File: src/sv/ts_psr_pkg.sv
// ----------------------------------------------------------------------------
// ts_psr_pkg
// Shared types and constants of the transport stream PID split router.
// ----------------------------------------------------------------------------
package ts_psr_pkg;

    // Default sizes of the PID store and the output set.
    localparam int NUM_PIDS_DEF    = 8192;
    localparam int NUM_OUTPUTS_DEF = 16;

    // Field widths fixed by the item format.
    localparam int PID_W   = 13;
    localparam int OIDX_W  = 4;
    localparam int OP_W    = 2;
    localparam int KIND_W  = 2;
    localparam int HDR_W   = 8;
    localparam int PID_HI_W = PID_W - HDR_W;

    // Widest mask that the 4-bit output index can address.
    localparam int MASK_MAX = 1 << OIDX_W;

    // Depth of the queue between classifier and executor.
    localparam int QUEUE_DEPTH = 2;

    // Operation codes of an input item.
    typedef enum logic [OP_W-1:0] {
        OP_PACKET      = 2'd0,
        OP_SUBSCRIBE   = 2'd1,
        OP_UNSUBSCRIBE = 2'd2
    } op_t;

    // Kinds of result item.
    typedef enum logic [KIND_W-1:0] {
        KIND_DELIVER = 2'd0,
        KIND_ADDED   = 2'd1,
        KIND_REMOVED = 2'd2
    } kind_t;

    // A classified command as it travels through the queue.
    typedef struct packed {
        op_t               op;
        logic [PID_W-1:0]  pid;
        logic [OIDX_W-1:0] oidx;
    } cmd_t;

endpackage

File: src/sv/ts_psr_front.sv
// ----------------------------------------------------------------------------
// ts_psr_front
// Accepts input items, decodes the operation and the PID, and drops items
// that can never cause a result before they reach the queue.
// ----------------------------------------------------------------------------
module ts_psr_front
    import ts_psr_pkg::*;
#(
    parameter int NUM_PIDS    = NUM_PIDS_DEF,
    parameter int NUM_OUTPUTS = NUM_OUTPUTS_DEF
)
(
    input  logic              item_valid,
    output logic              item_stall,
    input  logic [OP_W-1:0]   op,
    input  logic [HDR_W-1:0]  header_hi,
    input  logic [HDR_W-1:0]  header_lo,
    input  logic [PID_W-1:0]  pid,
    input  logic [OIDX_W-1:0] output_index,
    output logic              push_valid,
    output cmd_t              push_data,
    input  logic              push_ready
);

    logic             accept;
    logic [PID_W-1:0] hdr_pid;
    logic [PID_W-1:0] sel_pid;
    logic             is_packet;
    logic             is_sub;
    logic             pid_ok;
    logic             oidx_ok;
    logic             keep;

    // The input side waits only when the queue is full.
    assign item_stall = !push_ready;
    assign accept     = item_valid && push_ready;

    // PID of a packet is the low five bits of header_hi above all eight bits of header_lo.
    assign hdr_pid = {header_hi[PID_HI_W-1:0], header_lo};

    assign is_packet = (op == OP_PACKET);
    assign is_sub    = (op == OP_SUBSCRIBE) || (op == OP_UNSUBSCRIBE);
    assign sel_pid   = is_packet ? hdr_pid : pid;

    // Range checks against the configured store and output count.
    assign pid_ok  = {1'b0, sel_pid} < (PID_W + 1)'(NUM_PIDS);
    assign oidx_ok = 7'(output_index) < 7'(NUM_OUTPUTS);

    // Unknown codes and out-of-range items cause no result at all.
    assign keep = pid_ok && (is_packet || (is_sub && oidx_ok));

    assign push_valid     = accept && keep;
    assign push_data.op   = op_t'(op);
    assign push_data.pid  = sel_pid;
    assign push_data.oidx = output_index;

endmodule

File: config.mk
export PLATFORM = sky130hd
export DESIGN_NAME = ts_psr_front
export DESIGN_NICKNAME = d
export VERILOG_FILES = /design/src/sv/ts_psr_pkg.sv /design/src/sv/ts_psr_front.sv
export SDC_FILE = /design/constraint.sdc
export NUM_CORES = 1
export LEC_CHECK = 0
export BUFFER_PORTS_ARGS = -buffer_cell sky130_fd_sc_hd__buf_2
export CAP_MARGIN = 20
export CELL_PAD_IN_SITES_DETAIL_PLACEMENT = 1
export CELL_PAD_IN_SITES_GLOBAL_PLACEMENT = 1
export CORE_AREA = 2 2 46 48
export DETAILED_ROUTE_END_ITERATION = 8
export DIE_AREA = 0 0 48 50
export GPL_TIMING_DRIVEN = 0
export PLACE_DENSITY_LB_ADDON = 0.1
export RECOVER_POWER = 25
export SYNTH_ARGS = -nofsm -noshare
export SYNTH_HDL_FRONTEND = slang
export SYNTH_SLANG_ARGS = --single-unit
File: constraint.sdc
create_clock -name vclk -period 3.1
set_input_delay 0.62 -clock vclk [all_inputs]
set_output_delay 0.62 -clock vclk [all_outputs]
set_load 0.01 [all_outputs]
==> flow_summary.json <==
{
  "syn_area_um2": 272.8,
  "rsz0062_at_grt": "false",
  "drc": 0,
  "io_buffers": 51,
  "core-area_um2": 1902,
  "final_cell_area_um2": 555.5,
  "seqPwrFrac_pct": 0,
  "mostFrequentLayoutCell": "buf_2",
  "setup_tns_ns": 0,
  "vdd_drop_max_mv": 0.04307,
  "routedWlPerCell_um": 9.059,
  "cp_num_cells": 5,
  "p_leak_nw": 0.3236,
  "dieArea_um2": 2400,
  "first_pass_iters": 2,
  "antenna_found_initial": 0,
  "end_kind": "output port",
  "io_pins": 58,
  "nets": 114,
  "grtUsageTotal_pct": 6.597,
  "final_cells": 102,
  "worst_path_largest_cell_delay_ns": 0.30,
  "die_w_um": 48,
  "required_ns": 2.48,
  "via_per_inst": 3.676,
  "synth_warnings": 0,
  "nClkBuffers": 0,
  "synthTopCellsByArea": "mux2_4, buf_4, mux2_2",
  "worstPathMaxFanout": 10,
  "fillCellCount": 254,
  "layout_min_cycle_time_ns": 2.149,
  "tightest_slew_ns": 0.1670,
  "vias": 375,
  "fin_ws_ns": 0.9514,
  "pre_cts_slack_ns": 0.9412,
  "drive_gt1_share_pct": 89.33,
  "final-seq-area_um2": 0,
  "power_mw": 0.08130,
  "startpoint_type": "input pin",
  "place_area_um2": 561.8,
  "relSlewSlack_pct": 88.84,
  "area_delta_synth_final_pct": 103.7,
  "crit_buf_inv": 3,
  "routed_wl_um": 924,
  "final_util_pct": 29.21,
  "min_period_over_period_pct": 69.31,
  "hold_start": "output_index[0]",
  "grt.overflow.total": 0,
  "n_sequential_cell": 0,
  "dieHeight_um": 50,
  "post-cts-setup-buffers": 0,
  "syn_area_per_cell_um2": 11.37,
  "grt_max_degree": 11,
  "path_class": "in2out",
  "fmax_mhz": 465.4,
  "yosysTopAreaCell": "mux2_4",
  "numPlacedInstances": 102,
  "whs_ns": 1.449,
  "p_per_area_nw_per_um2": 146.3,
  "intPower_mw": 0.05033,
  "grtUsageMet2_pct": 15.11,
  "met3_usage_pct": 0,
  "power.switching_mw": 0.03097,
  "max_cap_viol_count": 0,
  "finalHoldViolations": 0,
  "hold_end": "push_data[0]",
  "syn_inst": 24,
  "p_sw_share_pct": 38.09,
  "ant_nets": 0,
  "synth_nets": 61,
  "antenna_cells": 0,
  "critical-path-top-delay-family": "buffers and inverters",
  "top_usage_layer": "met2",
  "worstHoldPathCells": 2,
  "place_congestion": 0.6511,
  "fp-row-count": 16,
  "outcome": "finished, final reports clean",
  "grt_pass1_wl_um": 1235,
  "cpMostUsedCell": "buf_2",
  "dr.first_iter.drc_count": 1,
  "crit_slowest_cell": "mux2_4",
  "combPwrFrac_pct": 100.0,
  "layout.cells.most_common_list": "buf_2, mux2_4, buf_4, clkbuf_1, mux2_2",
  "grtUsageMet1_pct": 5.870,
  "postCtsHoldBufs": 0,
  "drv_slew": 0,
  "grt_pass1_vias": 322,
  "p_clk_share_pct": 0,
  "synth.distinct_cells": 8,
  "start_util_pct": 14.34,
  "cts_resized": 0,
  "path_cells": "buf_2 -> nor2_4 -> buf_12 -> mux2_4 -> buf_2",
  "ys_seq_area_share_pct": 0,
  "cp.arrival_ns": 1.53,
  "yosys.area.top_type_share_pct": 55.05,
  "hold_path_class": "in2out",
  "setup_viol": 0
}
[layout make-up]
| type | count | area [um^2] | share of cell area, % |
|---|---|---|---|
| well taps | 27 | 33.78 | 6.081 |
| plain buffers | 7 | 65.06 | 11.71 |
| inverters | 1 | 3.754 | 0.6757 |
| repair buffers | 51 | 249.0 | 44.82 |
| multi-input cells | 16 | 203.9 | 36.71 |
[power groups by stage]
stage | Sequential, mW | Clock, mW | Combinational (mW)
after floorplan | 0 | 0 | 0.0452
after global placement | 0 | 0 | 0.0825
after detailed placement | 0 | 0 | 0.0835
after CTS | 0 | 0 | 0.0837
after global routing | 0 | 0 | 0.0881
final | 0 | 0 | 0.0813
[synth_stat cells]
| cell type | instances |
|---|---|
| mux2_4 | 10 |
| nor2_4 | 1 |
| buf_12 | 1 |
| nand2_1 | 1 |
| a21oi_1 | 1 |
| buf_4 | 6 |
| inv_1 | 1 |
| mux2_2 | 3 |
[worst max-delay path by stage]
stage	start	to	slack (ns)
6_report	op[1]	push_data[6]	0.95
5_1_grt	op[1]	push_data[8]	0.89
4_1_cts	op[1]	push_data[6]	0.94
3_5_place_dp	op[1]	push_data[6]	0.94
3_3_place_gp	op[1]	push_data[9]	0.94
2_1_floorplan	op[1]	push_data[10]	1.25
[cells by family after synthesis]
family                 synth area share (%)
buffers and inverters                 25.23
and+or+nand+nor                       5.503
AOI/OAI and AO/OA                     1.833
muxes                                 67.43
[routing by layer]
layer | routed length (um) | up-vias
li1 | - | 180
met1 | 314 | 167
met2 | 486 | 28
met3 | 123 | 0
met4 | 0 | 0
met5 | 0 | -
(Power assumes the default switching activity.)
