`src/sv/ts_psr_pkg.sv`:
```
// ----------------------------------------------------------------------------
// ts_psr_pkg
// Shared types and constants of the transport stream PID split router.
// ----------------------------------------------------------------------------
package ts_psr_pkg;

    // Default sizes of the PID store and the output set.
    localparam int NUM_PIDS_DEF    = 8192;
    localparam int NUM_OUTPUTS_DEF = 16;

    // Field widths fixed by the item format.
    localparam int PID_W   = 13;
    localparam int OIDX_W  = 4;
    localparam int OP_W    = 2;
    localparam int KIND_W  = 2;
    localparam int HDR_W   = 8;
    localparam int PID_HI_W = PID_W - HDR_W;

    // Widest mask that the 4-bit output index can address.
    localparam int MASK_MAX = 1 << OIDX_W;

    // Depth of the queue between classifier and executor.
    localparam int QUEUE_DEPTH = 2;

    // Operation codes of an input item.
    typedef enum logic [OP_W-1:0] {
        OP_PACKET      = 2'd0,
        OP_SUBSCRIBE   = 2'd1,
        OP_UNSUBSCRIBE = 2'd2
    } op_t;

    // Kinds of result item.
    typedef enum logic [KIND_W-1:0] {
        KIND_DELIVER = 2'd0,
        KIND_ADDED   = 2'd1,
        KIND_REMOVED = 2'd2
    } kind_t;

    // A classified command as it travels through the queue.
    typedef struct packed {
        op_t               op;
        logic [PID_W-1:0]  pid;
        logic [OIDX_W-1:0] oidx;
    } cmd_t;

endpackage

```
`src/sv/ts_psr_queue.sv`:
```
// ----------------------------------------------------------------------------
// ts_psr_queue
// Short command queue that decouples the classifier from the executor.
// ----------------------------------------------------------------------------
module ts_psr_queue
    import ts_psr_pkg::*;
(
    input  logic clk,
    input  logic rst_n,
    input  logic push_valid,
    input  cmd_t push_data,
    output logic push_ready,
    output logic pop_valid,
    output cmd_t pop_data,
    input  logic pop
);

    localparam int QAW = (QUEUE_DEPTH > 1) ? $clog2(QUEUE_DEPTH) : 1;

    cmd_t           slot_reg [QUEUE_DEPTH];
    logic [QAW-1:0] wr_ptr_reg;
    logic [QAW-1:0] wr_ptr_next;
    logic [QAW-1:0] rd_ptr_reg;
    logic [QAW-1:0] rd_ptr_next;
    logic [QAW:0]   count_reg;
    logic [QAW:0]   count_next;
    logic           do_push;
    logic           do_pop;

    assign push_ready = count_reg != (QAW + 1)'(QUEUE_DEPTH);
    assign pop_valid  = count_reg != '0;
    assign pop_data   = slot_reg[rd_ptr_reg];
    assign do_push    = push_valid && push_ready;
    assign do_pop     = pop && pop_valid;

    // Pointer and occupancy update.
    always_comb
    begin
        wr_ptr_next = wr_ptr_reg;
        rd_ptr_next = rd_ptr_reg;
        count_next  = count_reg;
        if (do_push)
        begin
            wr_ptr_next = (wr_ptr_reg == QAW'(QUEUE_DEPTH - 1)) ? '0 : wr_ptr_reg + 1'b1;
        end
        if (do_pop)
        begin
            rd_ptr_next = (rd_ptr_reg == QAW'(QUEUE_DEPTH - 1)) ? '0 : rd_ptr_reg + 1'b1;
        end
        if (do_push && !do_pop)
        begin
            count_next = count_reg + 1'b1;
        end
        else if (do_pop && !do_push)
        begin
            count_next = count_reg - 1'b1;
        end
    end

    always_ff @(posedge clk or negedge rst_n)
    begin
        if (!rst_n)
        begin
            wr_ptr_reg <= '0;
            rd_ptr_reg <= '0;
            count_reg  <= '0;
        end
        else
        begin
            wr_ptr_reg <= wr_ptr_next;
            rd_ptr_reg <= rd_ptr_next;
            count_reg  <= count_next;
        end
    end

    // Payload slots carry no reset.
    always_ff @(posedge clk)
    begin
        if (do_push)
        begin
            slot_reg[wr_ptr_reg] <= push_data;
        end
    end

endmodule

```
`config.mk`:
```
export PLATFORM = sky130hd
export DESIGN_NAME = ts_psr_queue
export DESIGN_NICKNAME = d
export VERILOG_FILES = /design/src/sv/ts_psr_pkg.sv /design/src/sv/ts_psr_queue.sv
export SDC_FILE = /design/constraint.sdc
export NUM_CORES = 1
export LEC_CHECK = 0
export BUFFER_PORTS_ARGS = -buffer_cell sky130_fd_sc_hd__buf_4
export CAP_MARGIN = 20
export CORE_UTILIZATION = 50
export DETAILED_ROUTE_END_ITERATION = 10
export MAX_ROUTING_LAYER = met4
export PLACE_DENSITY = 0.77
export SLEW_MARGIN = 20
export SYNTH_ARGS = -nofsm -noshare
export SYNTH_HDL_FRONTEND = slang
export SYNTH_SLANG_ARGS = --single-unit
```
`constraint.sdc`:
```
create_clock -name clk -period 2.3 [get_ports clk]
set_clock_uncertainty 0.15 [all_clocks]
set_input_delay 0.23 -clock clk [delete_from_list [all_inputs] [get_ports clk]]
set_output_delay 0.23 -clock clk [all_outputs]
set_load 0.1 [all_outputs]
```
==> impl_metrics.toml <==
[synth]
synth.distinct_cells = 14
synth_top_family_by_area = "multiplexers"
synth_xor_area_frac = 0.0276
synth_mux_area_frac = 0.135
yosysTopAreaCellShare = 0.718
synth_compound_area_frac = 0
ys_seq_elements = 42
synth_seq_area_share = 0.781
synthSimpleGateAreaFrac = 0.0323
avgSynthCellArea_um2 = 20.6
syn_inst = 77
synthAdderAreaFrac = 0.00787
yosysWarnings = 0
synth_nets = 101
synthTopCellsByArea = "edfxtp_1 72%, mux2_2 13%, dfrtp_1 6.3%"
synth_top_cell_by_area = "edfxtp_1"
syn_area_um2 = 1590

[grt]
grt_pass1_vias = 938
grt_max_degree = 20
grt_pass1_wl_um = 3930
antenna_found_initial = 0
grt_overflow = 0
globalRouteTotalUtil = 0.176

[sta]
worst_slack_ns = 0.192
rsz0062_at_grt = "no"
setup_violations = 0
timing.final.crit_share = 0.917
worst_pin_slew_ns = 0.403
fmax_mhz = 474
hold_viol_final = 0
fin_setup_tns_ns = 0
drv_slew = 0
fin_crit_ns = 2.11
slew_headroom = 0.732

[critical_path]
slowest_stage = "dfrtp_1"
cp-start-kind = "register"
cp_top_family = "flip-flops"
cp-end-kind = "output pin"
r2r_start = "count_reg[0]"
r2r-end = "count_reg[1]"
worstPathCellList = "buf_12, mux2_2, buf_4"
critPathMaxStageDelay_ns = 0.60
r2r_cells = 7
critPathBufInv = 2
cp_max_fo = 12
cp.required_ns = 1.92
crit_type = "reg2out"
cp.arrival_ns = 1.73
reg2reg_slack_ns = 0.67

[drt]
detailedRoute.firstIterationViolations = 21
first_pass_iters = 4
wl_met2_um = 1420
routed_wl_um = 2690
wl_per_cell_um = 13.9
ant_nets = 0
drc = 0
m1WireLength_um = 1070
vias = 927
wl_met3_um = 168
vias_per_cell = 4.78
top_layer = "met4"

[cts]
clock_latency_ns = 0.34
htree_levels = 2
cts_resized = 0
cts_tree = "done"
cts.sinks = 42
cts-root-buf = "clkbuf_4"
postCtsHoldBufs = 21
clk_pin_slew_ns = 0.11
post_cts_buffers = 0
clk_path_buf_depth = 2
cts-buffers-inserted = 5

[floorplanning]
fp.dieArea_um2 = 3410
num_rows = 20
fp.dieH_um = 58.4
coreArea_um2 = 3030
initial_core_util = 0.525
die_w_um = 58.4
io_pins = 44

[job]
maxCapViolCount = 0

[finish]
diodes = 0
largest_reg_flops = 38
final_util = 0.742
area_growth_syn_to_layout_pct = 41.3
nNetsFinal = 173
fin_cells = 194
drive_gt1_frac = 0.507

[placed_design]
place.gp.congestion = 0.666
hpwl_um = 1620
preCtsSetupSlack_ns = 0.566
placedCellCount = 165
io_buffers = 43

[status]
outcome = "complete, no violations"

[hold_path]
holdCritPathClass = "in2async"
-- cell families (layout without fill, tap and decap cells) --
family / Yosys count / after routing
DFF: 42 / 42
muxes: 19 / 19
and+or+nand+nor: 7 / 7
xor gates and xnor gates: 5 / 5
buffers and inverters: 3 / 76
adders and majority gates: 1 / 1
-- area by class of cell --
class | instances | area (um2)
flip-flops and latches | 42 | 1240
fillers | 198 | 782
repair buffers | 67 | 568
multi-input cells | 32 | 324
well taps | 44 | 55.1
clock buffers | 5 | 37.5
clock inverters | 3 | 16.3
inverters | 1 | 3.75
-- worst reg2reg max path, cell delays in order (launching register included) --
cell and delay, ns:
dfrtp_1 0.45, nand2b_4 0.17, nand2_1 0.12, inv_1 0.06, ha_1 0.20, xor2_1 0.14, nor2_1 0.12, xor2_1 0.15
-- Yosys cell counts --
cell type  instances
nor2_1             2
buf_6              2
xor2_1             2
nand2_1            1
nand2b_4           1
inv_1              1
nand2_4            1
and3_1             1
ha_1               1
mux2_2            19
or2_4              1
xnor2_1            3
dfrtp_1            4
edfxtp_1          38
-- metrics by stage --
| step | instance area [um2] | hold slack, ns |
|---|---|---|
| after detailed placement | 1980 | -0.119 |
| after global placement | 1980 | -0.120 |
| final | 2250 | 0.0597 |
| after floorplan | 1590 | -0.216 |
| after global routing | 2250 | 0.0415 |
| after CTS | 2250 | 0.0515 |
-- how the worst max path moves through the flow --
stage          cells after the start          from              to  slack, ns
6_report                           3    rd_ptr_reg    pop_data[12]       0.19
5_1_grt                            3    rd_ptr_reg     pop_data[7]       0.12
4_1_cts                            3    rd_ptr_reg    pop_data[12]       0.16
3_5_place_dp                       3    rd_ptr_reg    pop_data[12]       0.57
3_3_place_gp                       3    rd_ptr_reg     pop_data[2]       0.57
2_1_floorplan                      3  count_reg[0]  slot_reg[0][0]       0.03
-- layout by cell type (no fill, tap or decap) --
| master | instances |
|---|---|
| buf_4 | 45 |
| nand2_4 | 1 |
| nor2_2 | 1 |
| clkinvlp_4 | 1 |
| and3_1 | 1 |
| nand2b_4 | 1 |
| nand2_1 | 1 |
| dlygate4sd3_1 | 21 |
| or2_4 | 1 |
| xnor2_1 | 3 |
| edfxtp_1 | 38 |
| dfrtp_1 | 4 |
| xor2_1 | 2 |
| buf_12 | 1 |
| clkbuf_4 | 5 |
| mux2_2 | 19 |
| nor2_1 | 1 |
| clkinv_1 | 1 |
| ha_1 | 1 |
| clkinv_2 | 1 |
| inv_1 | 1 |
-- metal layers --
| layer | GRT usage | up-vias |
|---|---|---|
| met5 | - | - |
| met4 | 0.102 | 0 |
| met3 | 0.0484 | 5 |
| met2 | 0.305 | 42 |
| met1 | 0.179 | 445 |
| li1 | - | 435 |
Power is left out: the tool's default activity adds up to more than one toggle a clock period on the data nets, which glitch-free logic cannot reach.
